==> src/rtl/psm_ram.sv <==
`default_nettype none
// ----------------------------------------------------------------------------
// psm_ram
// generic single-port synchronous ram with registered read
// ----------------------------------------------------------------------------
module psm_ram #(
    parameter int WIDTH = 8,
    parameter int DEPTH = 256
) (
    input  wire logic                     clk,
    input  wire logic                     we,
    input  wire logic [$clog2(DEPTH)-1:0] addr,
    input  wire logic [WIDTH-1:0]         wdata,
    output logic      [WIDTH-1:0]         rdata
);

    logic [WIDTH-1:0] mem [DEPTH];

    // registered read, old word returned on a write
    always_ff @(posedge clk)
    begin
        if (we)
        begin
            mem[addr] <= wdata;
        end
        rdata <= mem[addr];
    end

endmodule
`default_nettype wire

==> config.mk <==
export PLATFORM = sky130hd
export DESIGN_NAME = psm_ram
export DESIGN_NICKNAME = d
export VERILOG_FILES = /design/src/rtl/psm_ram.sv
export SDC_FILE = /design/constraint.sdc
export NUM_CORES = 2
export LEC_CHECK = 0
export ABC_CLOCK_PERIOD_IN_PS = 3400
export BUFFER_PORTS_ARGS = -buffer_cell sky130_fd_sc_hd__buf_2
export CAP_MARGIN = 20
export CORE_AREA = 8 8 549 335
export DETAILED_ROUTE_END_ITERATION = 10
export DIE_AREA = 0 0 557 343
export PLACE_DENSITY = 0.58
export SETUP_SLACK_MARGIN = 0.2
export SLEW_MARGIN = 15
export SYNTH_ARGS = -nofsm -noshare
export SYNTH_HDL_FRONTEND = slang
export SYNTH_SLANG_ARGS = --single-unit
export TNS_END_PERCENT = 30
==> constraint.sdc <==
create_clock -name clk -period 3.4 [get_ports clk]
set_clock_uncertainty 0.1 [all_clocks]
set_input_delay 0.68 -clock clk [delete_from_list [all_inputs] [get_ports clk]]
set_output_delay 0.68 -clock clk [all_outputs]
set_load 0.02 [all_outputs]
# Yosys cells after proc, flatten, opt, wreduce, memory -nomap -nowiden
# Memory sizes are Yosys's and may differ from the RTL's. A register that Yosys moved wholly into a read port is not among the register bits.
# Index checks and enable logic that the tools add are counted.
# Widths: inputs -> output; s select.
[word_totals]
mem_count = 1
elab_cells = 3
output_inout_bits = 8
ramBits = 2048
register_bits = 0
[memory_table]
columns = ["memory", "words", "word_bits", "rd", "rd_ports_with_merged_regs", "write_ports", "line", "rtl"]
rows = [
  ["mem", 256, 8, 1, 1, 1, "17", "logic [WIDTH-1:0] mem [DEPTH];"],
]
[classes]
n_mux = 2
[ops]
columns = ["op", "n"]
rows = [
  ["$mux 1", 2],
]

# Logic depth before layout (Yosys ltp)
[logic_depth]
ltp_word = 2
ltp_mapped = 10
mapped_depth_nobuf = 5

# Worst setup path after synthesis
# No wires, ideal clock.
[synth_path]
path_type = "input to register"
startpoint = "in addr[1]"
endpoint = "mem mem[111][0] (enable)"
cell_stages = 9
t_arrival_ns = 2.529
setup_slack_ns = 0.401
n_path_buf = 5
path_cell_list = "buf_2 -> clkbuf_1 -> clkbuf_1 -> nand2_1 -> buf_2 -> nor2_1 -> nand2_1 -> clkbuf_1 -> nor2_1"
[synth_rtl]
columns = ["element", "line", "rtl"]
rows = [
  ["start, declared", "12", "input wire logic [$clog2(DEPTH)-1:0] addr,"],
  ["end, declared", "17", ""],
]
# No word-level cell before the write port.

==> results.toml <==
[timing]
relSlewSlack = 0.194
slew_viol_final = 0
timing.fmax_mhz = 308
fin_tns_setup_ns = 0
setup_violations = 0
rsz0062_at_grt = "yes"
period_needed_ns = 3.25
final.period_utilization = 0.956
tightest_slew_ns = 1.21
final_hold_viol_count = 0
setup_ws_ns = 0.150

[detailed_routing]
num_vias = 39587
vias_per_cell = 5.99
drt_iter0_drc = 5656
ant_nets = 0
drt_wl_total_mm = 204
drc = 0
wire_per_inst_um = 30.9
drtPass1Iterations = 6

[layout]
syn_to_final_growth_pct = 16.8
drive_above_1_share = 0.324
multi_input_area_um2 = 15800
finalNetCount = 4111
fillers = 13666
ff_latch_area_um2 = 61700

[yosys]
ys_types = 22
synth_cells = 3547
syn_nets = 3565
ys_ff_latch = 2056
synth_edf_count = 2048
synth_warnings = 0
syn_area_um2 = 78500
synth-async-reset-ratio = 0
ys_seq_area_frac = 0.786
ys.flop_type = "edfxtp_1"
post_synth.cell_area_avg_um2 = 22.1

[power_and_ir_drop]
switchingPower_mw = 10.8
finalPower_mw = 51.4
combPwrFrac = 0.052
clock_power_share = 0.404
swShare = 0.210
p_int_mw = 40.6
p_leak_nw = 28.8
p_seq_frac = 0.544
ir_drop_mv = 0.477
pwr_density_cell_nw_per_um2 = 560

[placement]
portBuffers = 25
hpwl_mm = 131
dp_slack_ns = -0.649
globalplace.congestion = 0.858

[grt]
grt_usage = 0.212
grt_util_met3 = 0.0573
antenna_found_initial = 10
grt_overflow_total = 0
use_met1 = 0.347
grt_pass1_vias = 38913
grt_max_degree = 105
grt_pass1_wl_mm = 292
grt_util_met2 = 0.286
grt.busiest_layer = "met1"

[critical_path]
r2r_end = "rdata[7]$_DFF_P_"
rr_startpoint = "mem[3][7]$_DFFE_PP_"
crit_type = "input port to flop"
r2r_cells = 5
critPathRequiredTime_ns = 3.95
critPathArrivalTime_ns = 3.80
start_kind = "input port"
rrSetupSlack_ns = 0.34
end_kind = "flop"
cp_max_fo = 11

[die]
ios = 26
coreArea_um2 = 176000
placementRows = 120
fp.dieW_um = 557
initial_core_util = 0.445
die-area_um2 = 191000
die_h_um = 343

[hold_path]
hold_path.class = "input port to flop"
hold_end = "mem[138][5]$_DFFE_PP_"
worstHoldStart = "wdata[5]"
hold_depth = 1

[clock_tree]
clkSlewWorstSetupHoldPaths_ns = 0.07
postCtsSetupBuffers = 0
htree_levels = 4
cts.path.max_buffers = 4
cts_buffers = 186
clock_latency_ns = 0.84
cts-root-buf = "clkbuf_16"
cts.sinks = 2056
cts_tree = "done"

[job]
maxCapViolations = 0

[outcome]
outcome = "finished, final reports clean"
power groups by stage:
stage | Combinational [mW] | Clock [mW] | Sequential, mW
floorplan | 1.24 | 0 | 28.5
detailed placement | 2.68 | 0 | 28.5
global placement | 2.66 | 0 | 28.5
finish | 2.67 | 20.7 | 28.0
CTS | 2.68 | 21.1 | 28.0
global route | 2.82 | 22.0 | 27.9
what timing repair did:
item,in CTS,in global routing
gates resized for setup,0,1
setup endpoints to repair,0,2
hold endpoints to repair,2,0
hold buffers,1,0
Yosys cell counts, drive strengths merged, types with 3 or more instances:
cell / count / area, µm²
a21oi: 128 / 641
a22oi: 256 / 1920
and2: 3 / 18.8
buf: 87 / 552
clkbuf: 145 / 544
dfxtp: 8 / 160
edfxtp: 2048 / 61500
mux4: 512 / 11500
nand2: 28 / 105
nand2b: 6 / 37.5
nand3: 13 / 65.1
nand4: 8 / 50.1
nor2: 232 / 871
nor2b: 7 / 43.8
nor3: 30 / 150
o41ai: 32 / 280
cell families (layout without fill, tap and decap cells):
family | count (synthesis) | count (layout) | synth area share
AND/OR/NAND/NOR | 330 | 330 | 0.0173
buffers and inverters | 233 | 916 | 0.0140
other | 0 | 1 | 0
AO/OA/AOI/OAI | 416 | 416 | 0.0362
flip-flops | 2056 | 2056 | 0.786
multiplexers | 512 | 512 | 0.147
metrics by stage:
stage / util / cell area [µm²] / hold WS (ns) / cells
after global placement: 0.486 / 85800 / 0.835 / 6282
after global routing: 0.520 / 91700 / 0.135 / 6609
final: 0.520 / 91700 / 0.170 / 6610
after CTS: 0.520 / 91700 / 0.119 / 6608
after detailed placement: 0.486 / 85800 / 0.829 / 6282
after floorplan: - / 78500 / 0.679 / 3547
sequential cells by signal (all words and copies together) (netlist names):
name	flops
mem	2048
rdata	8
worst max-delay path: stages:
cell and delay [ns]:
buf_8 0.17, buf_12 0.20, buf_4 0.24, mux4_2 0.51, a22oi_1 0.49, a21oi_1 0.33
o41ai_1 0.96, nand4_1 0.18
cell type report:
| cell class | count | area share |
|---|---|---|
| Timing Repair Buffer | 590 | 0.0583 |
| Multi-Input combinational cell | 1258 | 0.173 |
| Tap cell | 2379 | 0.0325 |
| Antenna cell | 1 | 0.0000273 |
| Sequential cell | 2056 | 0.673 |
| Inverter | 1 | 0.0000409 |
| Clock inverter | 88 | 0.00946 |
| Clock buffer | 237 | 0.0545 |
placed cells by master, fill, tap and decap left out, types with 34 or more instances in the layout:
cell type / instances
a22oi_1: 256
clkbuf_1: 43
buf_12: 70
a21oi_1: 126
edfxtp_1: 2048
nor2_1: 230
buf_4: 493
clkbuf_16: 192
clkinv_1: 34
mux4_2: 512
metal layers:
layer / part of all wire / wire length (µm) / vias to the layer above
li1: - / - / 16156
met1: 0.46 / 94200 / 21242
met2: 0.41 / 84000 / 1974
met3: 0.11 / 23300 / 215
met4: 0.014 / 2850 / 0
met5: 0 / 0 / -
worst max-delay path by stage:
stage | startpoint | endpoint | slack [ns] | cells past startpoint
2_1_floorplan | addr[1] | mem[111][0]$_DFFE_PP_ | 0.40 | 9
5_1_grt | addr[0] | rdata[1]$_DFF_P_ | 0.16 | 9
6_report | addr[0] | rdata[7]$_DFF_P_ | 0.15 | 8
4_1_cts | addr[0] | rdata[7]$_DFF_P_ | 0.23 | 9
3_5_place_dp | addr[0] | rdata[7]$_DFF_P_ | -0.65 | 9
3_3_place_gp | addr[0] | rdata[7]$_DFF_P_ | -0.61 | 9
Note: power is estimated with default switching activity, not from simulation.
